--- src/sv/ssv_pkg.sv ---
// ----------------------------------------------------------------------------
// ssv_pkg
// shared constants, status codes and the back end state type of the
// streaming sample variance block
// ----------------------------------------------------------------------------
package ssv_pkg;

   // default configuration
   localparam int MAX_SAMPLES_DEFAULT = 65536;
   localparam int SAMPLE_BITS_DEFAULT = 16;

   // depth of the queue of finished data sets between front and back
   localparam int JOB_QUEUE_DEPTH = 2;

   // result field widths
   localparam int VARIANCE_W = 31;
   localparam int COUNT_W    = 17;
   localparam int STATUS_W   = 2;

   localparam logic [VARIANCE_W-1:0] VARIANCE_MAX = 31'h7FFF_FFFF;

   // result status codes
   localparam logic [STATUS_W-1:0] STATUS_OK    = 2'd0;
   localparam logic [STATUS_W-1:0] STATUS_SHORT = 2'd1;
   localparam logic [STATUS_W-1:0] STATUS_LIMIT = 2'd2;

   typedef enum logic [2:0] {
      BK_IDLE,
      BK_MUL_N,
      BK_MUL_S,
      BK_DIVIDE,
      BK_DONE
   } back_state_type;

endpackage

--- src/sv/ssv_job_queue.sv ---
// ----------------------------------------------------------------------------
// ssv_job_queue
// small register queue that holds finished data sets until the back end
// takes them
// ----------------------------------------------------------------------------
module ssv_job_queue #(
   parameter int WIDTH = 8,
   parameter int DEPTH = 2
) (
   input  logic             clock,
   input  logic             reset,
   input  logic             push,
   input  logic [WIDTH-1:0] push_data,
   output logic             full,
   input  logic             pop,
   output logic [WIDTH-1:0] pop_data,
   output logic             empty
);

   localparam int PTR_W = (DEPTH > 1) ? $clog2(DEPTH) : 1;
   localparam int CNT_W = $clog2(DEPTH + 1);

   logic [WIDTH-1:0] entry_ff [DEPTH];
   logic [PTR_W-1:0] wr_ptr_ff, wr_ptr_in;
   logic [PTR_W-1:0] rd_ptr_ff, rd_ptr_in;
   logic [CNT_W-1:0] count_ff, count_in;
   logic             do_push, do_pop;

   assign full     = (count_ff == CNT_W'(DEPTH));
   assign empty    = (count_ff == '0);
   assign do_push  = push && !full;
   assign do_pop   = pop && !empty;
   assign pop_data = entry_ff[rd_ptr_ff];

   always_comb begin
      wr_ptr_in = wr_ptr_ff;
      rd_ptr_in = rd_ptr_ff;
      count_in  = count_ff;
      if (do_push) begin
         wr_ptr_in = (wr_ptr_ff == PTR_W'(DEPTH - 1)) ? '0 : wr_ptr_ff + 1'b1;
      end
      if (do_pop) begin
         rd_ptr_in = (rd_ptr_ff == PTR_W'(DEPTH - 1)) ? '0 : rd_ptr_ff + 1'b1;
      end
      if (do_push && !do_pop) begin
         count_in = count_ff + 1'b1;
      end else if (do_pop && !do_push) begin
         count_in = count_ff - 1'b1;
      end
   end

   always_ff @(posedge clock) begin
      if (reset) begin
         wr_ptr_ff <= '0;
         rd_ptr_ff <= '0;
         count_ff  <= '0;
      end else begin
         wr_ptr_ff <= wr_ptr_in;
         rd_ptr_ff <= rd_ptr_in;
         count_ff  <= count_in;
      end
   end

   always_ff @(posedge clock) begin
      if (do_push) begin
         entry_ff[wr_ptr_ff] <= push_data;
      end
   end

   a_count_in_range: assert property (@(posedge clock) disable iff (reset)
      count_ff <= CNT_W'(DEPTH))
      else $error("job queue count beyond depth");

endmodule

--- src/sv/ssv_front.sv ---
// ----------------------------------------------------------------------------
// ssv_front
// accumulates sum, sum of squares and count, one sample per cycle while the
// job queue is not full, and hands each finished data set to the job queue
// ----------------------------------------------------------------------------
module ssv_front #(
   parameter int MAX_SAMPLES = ssv_pkg::MAX_SAMPLES_DEFAULT,
   parameter int SAMPLE_BITS = ssv_pkg::SAMPLE_BITS_DEFAULT,
   localparam int CNT_W = $clog2(MAX_SAMPLES + 1),
   localparam int SUM_W = SAMPLE_BITS + CNT_W,
   localparam int SQ_W  = 2 * SAMPLE_BITS + CNT_W,
   localparam int JOB_W = SUM_W + SQ_W + CNT_W + 1
) (
   input  logic                   clock,
   input  logic                   reset,
   input  logic                   req_push,
   input  logic [SAMPLE_BITS-1:0] req_sample,
   input  logic                   req_last,
   input  logic                   job_full,
   output logic                   job_push,
   output logic [JOB_W-1:0]       job_data
);

   logic signed [SAMPLE_BITS-1:0]   value;
   logic [SAMPLE_BITS-1:0]          mag;
   logic [2*SAMPLE_BITS-1:0]        square;
   logic signed [SUM_W-1:0]         sum_ff, sum_in, sum_next;
   logic [SQ_W-1:0]                 sq_ff, sq_in, sq_next;
   logic [CNT_W-1:0]                seen_ff, seen_in, seen_next;
   logic                            lim_ff, lim_in, lim_next;
   logic                            accept, at_limit;

   assign value    = $signed(req_sample);
   assign mag      = value[SAMPLE_BITS-1] ? SAMPLE_BITS'(-value) : req_sample;
   assign square   = mag * mag;
   assign accept   = req_push && !job_full;
   assign at_limit = (seen_ff >= CNT_W'(MAX_SAMPLES));

   // a sample past the count limit is dropped and only flagged
   assign sum_next  = at_limit ? sum_ff  : sum_ff + SUM_W'(value);
   assign sq_next   = at_limit ? sq_ff   : sq_ff + SQ_W'(square);
   assign seen_next = at_limit ? seen_ff : seen_ff + 1'b1;
   assign lim_next  = lim_ff | at_limit;

   assign job_push = accept && req_last;
   assign job_data = {sum_next, sq_next, seen_next, lim_next};

   always_comb begin
      sum_in  = sum_ff;
      sq_in   = sq_ff;
      seen_in = seen_ff;
      lim_in  = lim_ff;
      if (accept) begin
         if (req_last) begin
            sum_in  = '0;
            sq_in   = '0;
            seen_in = '0;
            lim_in  = 1'b0;
         end else begin
            sum_in  = sum_next;
            sq_in   = sq_next;
            seen_in = seen_next;
            lim_in  = lim_next;
         end
      end
   end

   always_ff @(posedge clock) begin
      if (reset) begin
         sum_ff  <= '0;
         sq_ff   <= '0;
         seen_ff <= '0;
         lim_ff  <= 1'b0;
      end else begin
         sum_ff  <= sum_in;
         sq_ff   <= sq_in;
         seen_ff <= seen_in;
         lim_ff  <= lim_in;
      end
   end

   a_limit_flag_only_at_max: assert property (@(posedge clock) disable iff (reset)
      lim_ff |-> (seen_ff == CNT_W'(MAX_SAMPLES)))
      else $error("limit flag set below the sample limit");

endmodule

--- src/sv/ssv_back.sv ---
// ----------------------------------------------------------------------------
// ssv_back
// per data set: shift-add products n*S2 and S*S, restoring division by
// n*(n-1), saturation and the result register
// ----------------------------------------------------------------------------
module ssv_back #(
   parameter int MAX_SAMPLES = ssv_pkg::MAX_SAMPLES_DEFAULT,
   parameter int SAMPLE_BITS = ssv_pkg::SAMPLE_BITS_DEFAULT,
   localparam int CNT_W = $clog2(MAX_SAMPLES + 1),
   localparam int SUM_W = SAMPLE_BITS + CNT_W,
   localparam int SQ_W  = 2 * SAMPLE_BITS + CNT_W,
   localparam int JOB_W = SUM_W + SQ_W + CNT_W + 1
) (
   input  logic                            clock,
   input  logic                            reset,
   input  logic                            job_empty,
   input  logic [JOB_W-1:0]                job_data,
   output logic                            job_pop,
   output logic                            rsp_empty,
   input  logic                            rsp_pop,
   output logic [ssv_pkg::VARIANCE_W-1:0]  rsp_variance,
   output logic [ssv_pkg::COUNT_W-1:0]     rsp_sample_count,
   output logic [ssv_pkg::STATUS_W-1:0]    rsp_status
);

   localparam int PROD_W  = 2 * SUM_W;
   localparam int DIV_W   = 2 * CNT_W;
   localparam int STEP_W  = $clog2(PROD_W + 1);
   localparam int VAR_EXT = (PROD_W > 32) ? PROD_W : 32;
   localparam int CNT_EXT = (CNT_W > ssv_pkg::COUNT_W) ? CNT_W : ssv_pkg::COUNT_W;

   ssv_pkg::back_state_type state_ff, state_in;

   logic signed [SUM_W-1:0]  job_sum;
   logic [SQ_W-1:0]          job_sq;
   logic [CNT_W-1:0]         job_n;
   logic                     job_lim;
   logic [SUM_W-1:0]         job_sum_mag;

   logic [PROD_W-1:0]        mcand_ff, mcand_in;
   logic [SUM_W-1:0]         mplier_ff, mplier_in;
   logic [SUM_W-1:0]         sum_mag_ff, sum_mag_in;
   logic signed [PROD_W:0]   diff_ff, diff_in, diff_step;
   logic [DIV_W-1:0]         d_ff, d_in;
   logic [DIV_W-1:0]         rem_ff, rem_in;
   logic [DIV_W:0]           rem_shift;
   logic                     quot_bit;
   logic [PROD_W-1:0]        quot_ff, quot_in;
   logic [STEP_W-1:0]        step_ff, step_in;
   logic [CNT_W-1:0]         n_ff, n_in;
   logic                     lim_ff, lim_in;
   logic                     short_ff, short_in;

   logic                               rsp_valid_ff, rsp_valid_in;
   logic [ssv_pkg::VARIANCE_W-1:0]     rsp_variance_ff, rsp_variance_in;
   logic [ssv_pkg::COUNT_W-1:0]        rsp_count_ff, rsp_count_in;
   logic [ssv_pkg::STATUS_W-1:0]       rsp_status_ff, rsp_status_in;

   logic [VAR_EXT-1:0]       quot_ext;
   logic [CNT_EXT-1:0]       count_ext;
   logic                     rsp_free;

   assign {job_sum, job_sq, job_n, job_lim} = job_data;
   assign job_sum_mag = job_sum[SUM_W-1] ? SUM_W'(-job_sum) : job_sum;

   assign quot_ext  = VAR_EXT'(quot_ff);
   assign count_ext = CNT_EXT'(n_ff);
   assign rsp_free  = !rsp_valid_ff || rsp_pop;

   assign rem_shift = {rem_ff, quot_ff[PROD_W-1]};
   assign quot_bit  = (rem_shift >= {1'b0, d_ff});

   assign rsp_empty        = !rsp_valid_ff;
   assign rsp_variance     = rsp_variance_ff;
   assign rsp_sample_count = rsp_count_ff;
   assign rsp_status       = rsp_status_ff;

   always_comb begin
      state_in        = state_ff;
      mcand_in        = mcand_ff;
      mplier_in       = mplier_ff;
      sum_mag_in      = sum_mag_ff;
      diff_in         = diff_ff;
      diff_step       = diff_ff;
      d_in            = d_ff;
      rem_in          = rem_ff;
      quot_in         = quot_ff;
      step_in         = step_ff;
      n_in            = n_ff;
      lim_in          = lim_ff;
      short_in        = short_ff;
      job_pop         = 1'b0;
      rsp_valid_in    = rsp_valid_ff && !rsp_pop;
      rsp_variance_in = rsp_variance_ff;
      rsp_count_in    = rsp_count_ff;
      rsp_status_in   = rsp_status_ff;

      case (state_ff)
         ssv_pkg::BK_IDLE: begin
            if (!job_empty) begin
               job_pop    = 1'b1;
               n_in       = job_n;
               lim_in     = job_lim;
               short_in   = (job_n < CNT_W'(2));
               sum_mag_in = job_sum_mag;
               mcand_in   = PROD_W'(job_sq);
               mplier_in  = SUM_W'(job_n);
               diff_in    = '0;
               d_in       = DIV_W'(job_n) * DIV_W'(job_n - 1'b1);
               step_in    = '0;
               state_in   = (job_n < CNT_W'(2)) ? ssv_pkg::BK_DONE : ssv_pkg::BK_MUL_N;
            end
         end
         ssv_pkg::BK_MUL_N: begin
            // n * S2, one bit of n a cycle
            if (mplier_ff[0]) begin
               diff_step = diff_ff + $signed({1'b0, mcand_ff});
            end
            diff_in   = diff_step;
            mcand_in  = {mcand_ff[PROD_W-2:0], 1'b0};
            mplier_in = mplier_ff >> 1;
            step_in   = step_ff + 1'b1;
            if (step_ff == STEP_W'(CNT_W - 1)) begin
               mcand_in  = PROD_W'(sum_mag_ff);
               mplier_in = sum_mag_ff;
               step_in   = '0;
               state_in  = ssv_pkg::BK_MUL_S;
            end
         end
         ssv_pkg::BK_MUL_S: begin
            // minus S * S, one bit of |S| a cycle
            if (mplier_ff[0]) begin
               diff_step = diff_ff - $signed({1'b0, mcand_ff});
            end
            diff_in   = diff_step;
            mcand_in  = {mcand_ff[PROD_W-2:0], 1'b0};
            mplier_in = mplier_ff >> 1;
            step_in   = step_ff + 1'b1;
            if (step_ff == STEP_W'(SUM_W - 1)) begin
               // a negative difference gives a variance of zero
               quot_in  = diff_step[PROD_W] ? '0 : diff_step[PROD_W-1:0];
               rem_in   = '0;
               step_in  = '0;
               state_in = ssv_pkg::BK_DIVIDE;
            end
         end
         ssv_pkg::BK_DIVIDE: begin
            // restoring division, dividend shifts out of quot as quotient shifts in
            if (quot_bit) begin
               rem_in = DIV_W'(rem_shift - {1'b0, d_ff});
            end else begin
               rem_in = rem_shift[DIV_W-1:0];
            end
            quot_in = {quot_ff[PROD_W-2:0], quot_bit};
            step_in = step_ff + 1'b1;
            if (step_ff == STEP_W'(PROD_W - 1)) begin
               state_in = ssv_pkg::BK_DONE;
            end
         end
         ssv_pkg::BK_DONE: begin
            if (rsp_free) begin
               rsp_valid_in = 1'b1;
               rsp_count_in = count_ext[ssv_pkg::COUNT_W-1:0];
               if (short_ff) begin
                  rsp_variance_in = '0;
                  rsp_status_in   = ssv_pkg::STATUS_SHORT;
               end else begin
                  rsp_variance_in = (|quot_ext[VAR_EXT-1:ssv_pkg::VARIANCE_W])
                                    ? ssv_pkg::VARIANCE_MAX
                                    : quot_ext[ssv_pkg::VARIANCE_W-1:0];
                  rsp_status_in   = lim_ff ? ssv_pkg::STATUS_LIMIT : ssv_pkg::STATUS_OK;
               end
               state_in = ssv_pkg::BK_IDLE;
            end
         end
         default: begin
            state_in = ssv_pkg::BK_IDLE;
         end
      endcase
   end

   always_ff @(posedge clock) begin
      if (reset) begin
         state_ff     <= ssv_pkg::BK_IDLE;
         rsp_valid_ff <= 1'b0;
      end else begin
         state_ff     <= state_in;
         rsp_valid_ff <= rsp_valid_in;
      end
   end

   always_ff @(posedge clock) begin
      mcand_ff        <= mcand_in;
      mplier_ff       <= mplier_in;
      sum_mag_ff      <= sum_mag_in;
      diff_ff         <= diff_in;
      d_ff            <= d_in;
      rem_ff          <= rem_in;
      quot_ff         <= quot_in;
      step_ff         <= step_in;
      n_ff            <= n_in;
      lim_ff          <= lim_in;
      short_ff        <= short_in;
      rsp_variance_ff <= rsp_variance_in;
      rsp_count_ff    <= rsp_count_in;
      rsp_status_ff   <= rsp_status_in;
   end

   a_rem_below_divisor: assert property (@(posedge clock) disable iff (reset)
      (state_ff == ssv_pkg::BK_DIVIDE && step_ff != '0) |-> (rem_ff < d_ff))
      else $error("division remainder not below divisor");

   a_short_gives_zero: assert property (@(posedge clock) disable iff (reset)
      (rsp_valid_ff && rsp_status_ff == ssv_pkg::STATUS_SHORT) |-> (rsp_variance_ff == '0))
      else $error("short data set with nonzero variance");

   a_done_to_idle: assert property (@(posedge clock) disable iff (reset)
      (state_ff == ssv_pkg::BK_DONE && rsp_free) |=>
         (state_ff == ssv_pkg::BK_IDLE && rsp_valid_ff))
      else $error("finished data set not moved into result register");

   a_pop_only_idle: assert property (@(posedge clock) disable iff (reset)
      job_pop |-> (state_ff == ssv_pkg::BK_IDLE && !job_empty))
      else $error("job taken outside idle");

endmodule

--- src/sv/streaming_sample_variance.sv ---
// ----------------------------------------------------------------------------
// streaming_sample_variance
// one-pass unbiased sample variance over a stream of signed samples
// ----------------------------------------------------------------------------
// Input channel: req_sample with req_last, a transaction at a clock edge with
// req_push high and req_full low. Samples are taken one per cycle while req_full
// is low; the set ends with the sample that carries req_last. Non-last samples
// produce no result.
// Result channel: rsp_variance, rsp_sample_count and rsp_status are valid
// while rsp_empty is low and are taken by rsp_pop.
// A finished set goes into a two-entry job queue. The back end takes it through
// the shift-add products n*S2 and S*S and the bit-per-cycle divider into the
// result register; a set of fewer than two samples goes straight to the result
// register.
// req_full rises while both queue entries hold finished sets, that is when
// sets end faster than the back end finishes them or the receiver leaves a
// result unpopped; samples wait then.
// Synchronous reset clears the accumulators, the queue, the back end state and the result valid flag.
// ----------------------------------------------------------------------------
module streaming_sample_variance #(
   parameter int MAX_SAMPLES = ssv_pkg::MAX_SAMPLES_DEFAULT,
   parameter int SAMPLE_BITS = ssv_pkg::SAMPLE_BITS_DEFAULT
) (
   input  logic                            clock,
   input  logic                            reset,
   input  logic                            req_push,
   output logic                            req_full,
   input  logic [SAMPLE_BITS-1:0]          req_sample,
   input  logic                            req_last,
   output logic                            rsp_empty,
   input  logic                            rsp_pop,
   output logic [ssv_pkg::VARIANCE_W-1:0]  rsp_variance,
   output logic [ssv_pkg::COUNT_W-1:0]     rsp_sample_count,
   output logic [ssv_pkg::STATUS_W-1:0]    rsp_status
);

   localparam int CNT_W = $clog2(MAX_SAMPLES + 1);
   localparam int SUM_W = SAMPLE_BITS + CNT_W;
   localparam int SQ_W  = 2 * SAMPLE_BITS + CNT_W;
   localparam int JOB_W = SUM_W + SQ_W + CNT_W + 1;

   logic             job_push, job_full, job_pop, job_empty;
   logic [JOB_W-1:0] job_push_data, job_pop_data;

   assign req_full = job_full;

   ssv_front #(
      .MAX_SAMPLES (MAX_SAMPLES),
      .SAMPLE_BITS (SAMPLE_BITS)
   ) u_front (
      .clock      (clock),
      .reset      (reset),
      .req_push   (req_push),
      .req_sample (req_sample),
      .req_last   (req_last),
      .job_full   (job_full),
      .job_push   (job_push),
      .job_data   (job_push_data)
   );

   ssv_job_queue #(
      .WIDTH (JOB_W),
      .DEPTH (ssv_pkg::JOB_QUEUE_DEPTH)
   ) u_job_queue (
      .clock     (clock),
      .reset     (reset),
      .push      (job_push),
      .push_data (job_push_data),
      .full      (job_full),
      .pop       (job_pop),
      .pop_data  (job_pop_data),
      .empty     (job_empty)
   );

   ssv_back #(
      .MAX_SAMPLES (MAX_SAMPLES),
      .SAMPLE_BITS (SAMPLE_BITS)
   ) u_back (
      .clock            (clock),
      .reset            (reset),
      .job_empty        (job_empty),
      .job_data         (job_pop_data),
      .job_pop          (job_pop),
      .rsp_empty        (rsp_empty),
      .rsp_pop          (rsp_pop),
      .rsp_variance     (rsp_variance),
      .rsp_sample_count (rsp_sample_count),
      .rsp_status       (rsp_status)
   );

endmodule
--- config.mk ---
export PLATFORM = sky130hd
export DESIGN_NAME = streaming_sample_variance
export DESIGN_NICKNAME = d
export VERILOG_FILES = /design/src/sv/ssv_pkg.sv /design/src/sv/ssv_job_queue.sv /design/src/sv/ssv_front.sv /design/src/sv/ssv_back.sv /design/src/sv/streaming_sample_variance.sv
export SDC_FILE = /design/constraint.sdc
export NUM_CORES = 2
export LEC_CHECK = 0
export BUFFER_PORTS_ARGS = -buffer_cell sky130_fd_sc_hd__buf_2
export CORE_MARGIN = 2
export CORE_UTILIZATION = 45
export DETAILED_ROUTE_END_ITERATION = 8
export GPL_TIMING_DRIVEN = 0
export PLACE_DENSITY = 0.6
export RECOVER_POWER = 50
export SLEW_MARGIN = 20
export SYNTH_ARGS = -nofsm -noshare
export SYNTH_HDL_FRONTEND = slang
export SYNTH_SLANG_ARGS = --single-unit
--- constraint.sdc ---
create_clock -name clock -period 34.4 [get_ports clock]
set_input_delay 5.16 -clock clock [delete_from_list [all_inputs] [get_ports clock]]
set_output_delay 5.16 -clock clock [all_outputs]
set_load 0.02 [all_outputs]
==> results.txt <==
----------------------------------------------------
[Timing]
  Measured slew at the worst slew-check pin ... 3.25 ns
  Post-layout min period ... 14.88 ns
  Final Max Slew Viols ... 130
  Final clock skew ... 0.0552 ns
  Setup repair after global routing missed its margin ... no
  Max-Slew Margin vs Limit ... -117%
  Final worst-path cycle share ... 43.3%
  Final TNS setup ... 0 ns
  Highest Clock Rate ... 67.2 MHz
  Final Hold Violating Endpoints ... 0
  Setup violation total in the final timing report ... 0

[Synth]
  Netlist cell types ... 100
  Average cell area after synthesis ... 9.80 um2
  Yosys warning count ... 0
  Gate Count Post-Synth ... just over 6,000
  Main flop type after synthesis ... sky130_fd_sc_hd__edfxtp_1
  Number of enable flip-flop cells after synthesis ... roughly 600
  Share of synthesized area occupied by flip-flops and latches ... 33.8%
  Number of storage elements in the synthesis netlist ... roughly 720
  Post-synth design cell area ... 60,400 um2
  Fraction of registers with async set or reset after synthesis ... 0%

[Clocking]
  Number of buffers on the longest clock path ... 3
  H-tree depth ... 3
  Clk_lat worst skew ... 0.71 ns
  CTS Root Cell ... sky130_fd_sc_hd__clkbuf_16
  CTS buffer count ... 79
  CTS sink count ... approximately 700
  Number of buffers added for setup after CTS ... 0
  Cts repair resizes ... 0
  Register clock-pin slew on the reported worst setup and hold paths ... 0.06 ns
  CTS Hold Bufs ... 0
  TritonCTS clock tree ... done

[Setup path]
  Data required time of the worst path ... between 30 and 40 ns
  Type of element capturing the critical path ... flip-flop
  Critical path arrival ... 15.49 ns
  Logic depth of the worst register-to-register path ... 35
  Endpoint of the lowest-slack register-to-register path ... u_back.d_ff[33]
  Highest fanout seen on the critical path ... 10
  Most used cell along the critical path ... sky130_fd_sc_hd__fa_1
  Slowest cell on the critical path ... sky130_fd_sc_hd__xor2_1
  Worst reg2reg setup slack ... 20.23 ns
  Critical Path Max Stage Delay ... 0.86 ns
  Category of the most critical setup path ... primary input to flip-flop
  Crit path launch type ... primary input

[Global routing]
  First-pass GRT wire length ... between 200,000 and 300,000 um
  Overall routing resource usage ... ~25%
  Vias in the first global route ... between 40,000 and 50,000
  Total overflow reported by the global router ... 0
  Antenna violations before repair ... 4
  Pin count of the biggest net entering global routing ... 52

[Layout]
  End-of-flow core utilization ... 49.6%
  Area overhead of the layout relative to synthesis ... 9.44%
  Number of filler instances in the final layout ... about 12,000
  Non-filler cells, final ... 8,228
  Sequential cell area ... 20,400 um2
  Post-layout net count ... 7,313
  Fraction of final layout cells with drive strength greater than 1 ... 7.36%
  Multi-input gate area ... between 30,000 and 40,000 um2

[Min path]
  Number of cells on the worst hold path ... 0
  Origin of the worst min-delay path ... u_back.count_ext[7]
  Endpoint, Worst Hold ... u_back.rsp_sample_count[7]
  Worst Hold Class ... flip-flop to flip-flop

[Floorplan]
  Die height ... 370 um
  Row count ... 134
  Horizontal die dimension ... roughly 370 um
  Overall die area ... 137,000 um2
  Count of pins on the block boundary ... 73
  Core region area ... roughly 130,000 um2
  Initial Util ... 45.3%

[Drt]
  Avg Vias per Cell ... 5.52
  Count of vias placed by the detailed router ... around 45,000
  Residual DRC ... 0
  Antenna-violating nets left ... 0
  Total iterations of the first detailed-routing run ... 5
  WL final ... 171,000 um
  Routed wire length per instance ... around 21 um
  Initial DRC count ... 3,656

[Place]
  DP Cell Count ... 8,078
  Number of buffer cells added on primary ports ... 70
  Routability-driven placement congestion ratio ... around 0.95
  HPWL Detailed ... 137,000 um

[Flow run]
  Number of maximum-capacitance constraint violations ... 6

[Status]
  Run status ... complete, but fails checks
  Violations in the final reports ... max-capacitance violations, max-slew violations

----------------------------------------------------
worst max-delay path by stage:
stage	from	to	slack, ns	depth (start not counted)
3_5_place_dp	req_sample[0]	u_job_queue.entry_ff[0][62]	18.88	32
3_3_place_gp	u_back.state_ff[0]	u_back.diff_ff[32]	12.73	4
6_report	req_sample[0]	u_front.sq_ff[47]	19.52	34
4_1_cts	req_sample[0]	u_job_queue.entry_ff[1][62]	19.60	32
5_1_grt	req_sample[0]	u_front.sq_ff[47]	19.04	34
2_1_floorplan	req_sample[3]	u_job_queue.entry_ff[0][62]	20.98	31
registers in the layout, summed over array words and instances, names as in the netlist, 7 cells and up, named ones only:
name,flops
u_back.count_ext,17
u_back.d_ff,32
u_back.diff_ff,67
u_back.mcand_ff,66
u_back.mplier_ff,33
u_back.quot_ext,66
u_back.rem_ff,34
u_back.rsp_sample_count,17
u_back.rsp_variance,31
u_back.step_ff,7
u_back.sum_mag_ff,33
u_front.seen_ff,17
u_front.sq_ff,49
u_front.sum_ff,33
u_job_queue.entry_ff,200
Yosys cell counts, types with 16 or more instances:
cell type                  number  area share [%]
sky130_fd_sc_hd__clkbuf_1     217             1.3
sky130_fd_sc_hd__or3_1         35            0.36
sky130_fd_sc_hd__nand4_1       30            0.31
sky130_fd_sc_hd__a22oi_1       60            0.75
sky130_fd_sc_hd__nor3_1        60            0.50
sky130_fd_sc_hd__nor4_1        37            0.38
sky130_fd_sc_hd__inv_1        928             5.8
sky130_fd_sc_hd__fa_1         503              17
sky130_fd_sc_hd__xor2_1        90             1.3
sky130_fd_sc_hd__buf_1         18            0.11
sky130_fd_sc_hd__nand3_1       71            0.59
sky130_fd_sc_hd__o21bai_1      52            0.65
sky130_fd_sc_hd__a22o_1        18            0.26
sky130_fd_sc_hd__o22ai_1       93            0.96
sky130_fd_sc_hd__nor3b_1       16            0.20
sky130_fd_sc_hd__nor2b_1       41            0.42
sky130_fd_sc_hd__dfxtp_1      109             3.6
sky130_fd_sc_hd__nor2_1       446             2.8
sky130_fd_sc_hd__nand2_1      434             2.7
sky130_fd_sc_hd__or2_2        186             1.9
sky130_fd_sc_hd__and3_1        31            0.32
sky130_fd_sc_hd__xnor2_1      248             3.6
sky130_fd_sc_hd__o21a_1        27            0.34
sky130_fd_sc_hd__a221o_1       19            0.32
sky130_fd_sc_hd__edfxtp_1     607              30
sky130_fd_sc_hd__a21oi_1      384             3.2
sky130_fd_sc_hd__o211ai_1      16            0.20
sky130_fd_sc_hd__a21o_1        76            0.95
sky130_fd_sc_hd__a211oi_1      24            0.30
sky130_fd_sc_hd__and2_1        40            0.41
sky130_fd_sc_hd__o31ai_1       81             1.0
sky130_fd_sc_hd__buf_2         32            0.27
sky130_fd_sc_hd__nand2b_1      64            0.66
sky130_fd_sc_hd__mux2i_1      145             2.4
sky130_fd_sc_hd__a31oi_1       59            0.61
sky130_fd_sc_hd__mux2_2        29            0.54
sky130_fd_sc_hd__ha_1         398             8.3
sky130_fd_sc_hd__o21ai_0      248             2.1
cell families (layout without fill, tap and decap cells):
logic type / Yosys count / in the layout / synth area share, %
simple gates: 1527 / 1527 / 12.1
fa+ha+maj: 901 / 901 / 24.9
xor+xnor: 338 / 338 / 4.90
other cells: 2 / 51 / 0.0124
mux: 174 / 174 / 2.95
flops: 716 / 716 / 33.8
compound gates: 1289 / 1289 / 13.7
buf+inv: 1215 / 1464 / 7.65
worst max-delay path: cells and delay by family:
kind                       cells  cell delay [ns]
adders and majority gates      8             3.74
xor gates and xnor gates       1             0.86
and+or+nand+nor                9             1.95
buffers and inverters          8             2.24
AOI/OAI and AO/OA              8             1.50
placed cells by master, fill, tap and decap left out, types with 27 or more instances in the layout:
master,n
sky130_fd_sc_hd__fa_1,503
sky130_fd_sc_hd__xnor2_1,248
sky130_fd_sc_hd__o21a_1,27
sky130_fd_sc_hd__buf_2,92
sky130_fd_sc_hd__clkbuf_16,81
sky130_fd_sc_hd__ha_1,398
sky130_fd_sc_hd__o21bai_1,52
sky130_fd_sc_hd__mux2i_1,145
sky130_fd_sc_hd__o22ai_1,93
sky130_fd_sc_hd__conb_1,49
sky130_fd_sc_hd__xor2_1,89
sky130_fd_sc_hd__nand4_1,30
sky130_fd_sc_hd__dfxtp_1,109
sky130_fd_sc_hd__and3_1,29
sky130_fd_sc_hd__nand2_1,434
sky130_fd_sc_hd__o31ai_1,85
sky130_fd_sc_hd__o21ai_0,248
sky130_fd_sc_hd__or2_2,186
sky130_fd_sc_hd__a21oi_1,384
sky130_fd_sc_hd__nor4_1,37
sky130_fd_sc_hd__a21o_1,76
sky130_fd_sc_hd__a22oi_1,60
sky130_fd_sc_hd__nor2_1,445
sky130_fd_sc_hd__nor2b_1,41
sky130_fd_sc_hd__clkbuf_1,269
sky130_fd_sc_hd__nor3_1,59
sky130_fd_sc_hd__nand2b_1,64
sky130_fd_sc_hd__a31oi_1,60
sky130_fd_sc_hd__inv_1,927
sky130_fd_sc_hd__or3_1,35
sky130_fd_sc_hd__nand3_1,71
sky130_fd_sc_hd__edfxtp_1,607
layout make-up:
class                   instances  area share [%]
diodes                          2         0.00758
plain buffers                 270            1.60
clock buffers                 100            3.25
clock inverters                48           0.888
inverters                     945            5.37
multi-input cells            4278            53.7
flip-flops and latches        716            30.9
well taps                    1768            3.35
repair buffers                101           0.917
through the flow:
| step | worst slack [ns] | hold slack, ns | cell area, um2 |
|---|---|---|---|
| floorplan | 20.98 | 0.400 | 60500 |
| global placement | 12.73 | 0.401 | 63100 |
| finish | 19.52 | 0.419 | 66100 |
| CTS | 19.60 | 0.420 | 66500 |
| detailed placement | 18.88 | 0.405 | 63700 |
| global route | 19.04 | 0.427 | 66100 |
metal layers:
layer	vias up	track usage [%]	share of wire, %
met2	1457	39.2	45
met1	22400	35.7	46
met5	-	0	0
met4	0	8.24	3.3
met3	265	2.94	6.0
li1	21300	-	-
Power is left out: the tool's default activity adds up to more than one toggle a clock period on the data nets, which glitch-free logic cannot reach.
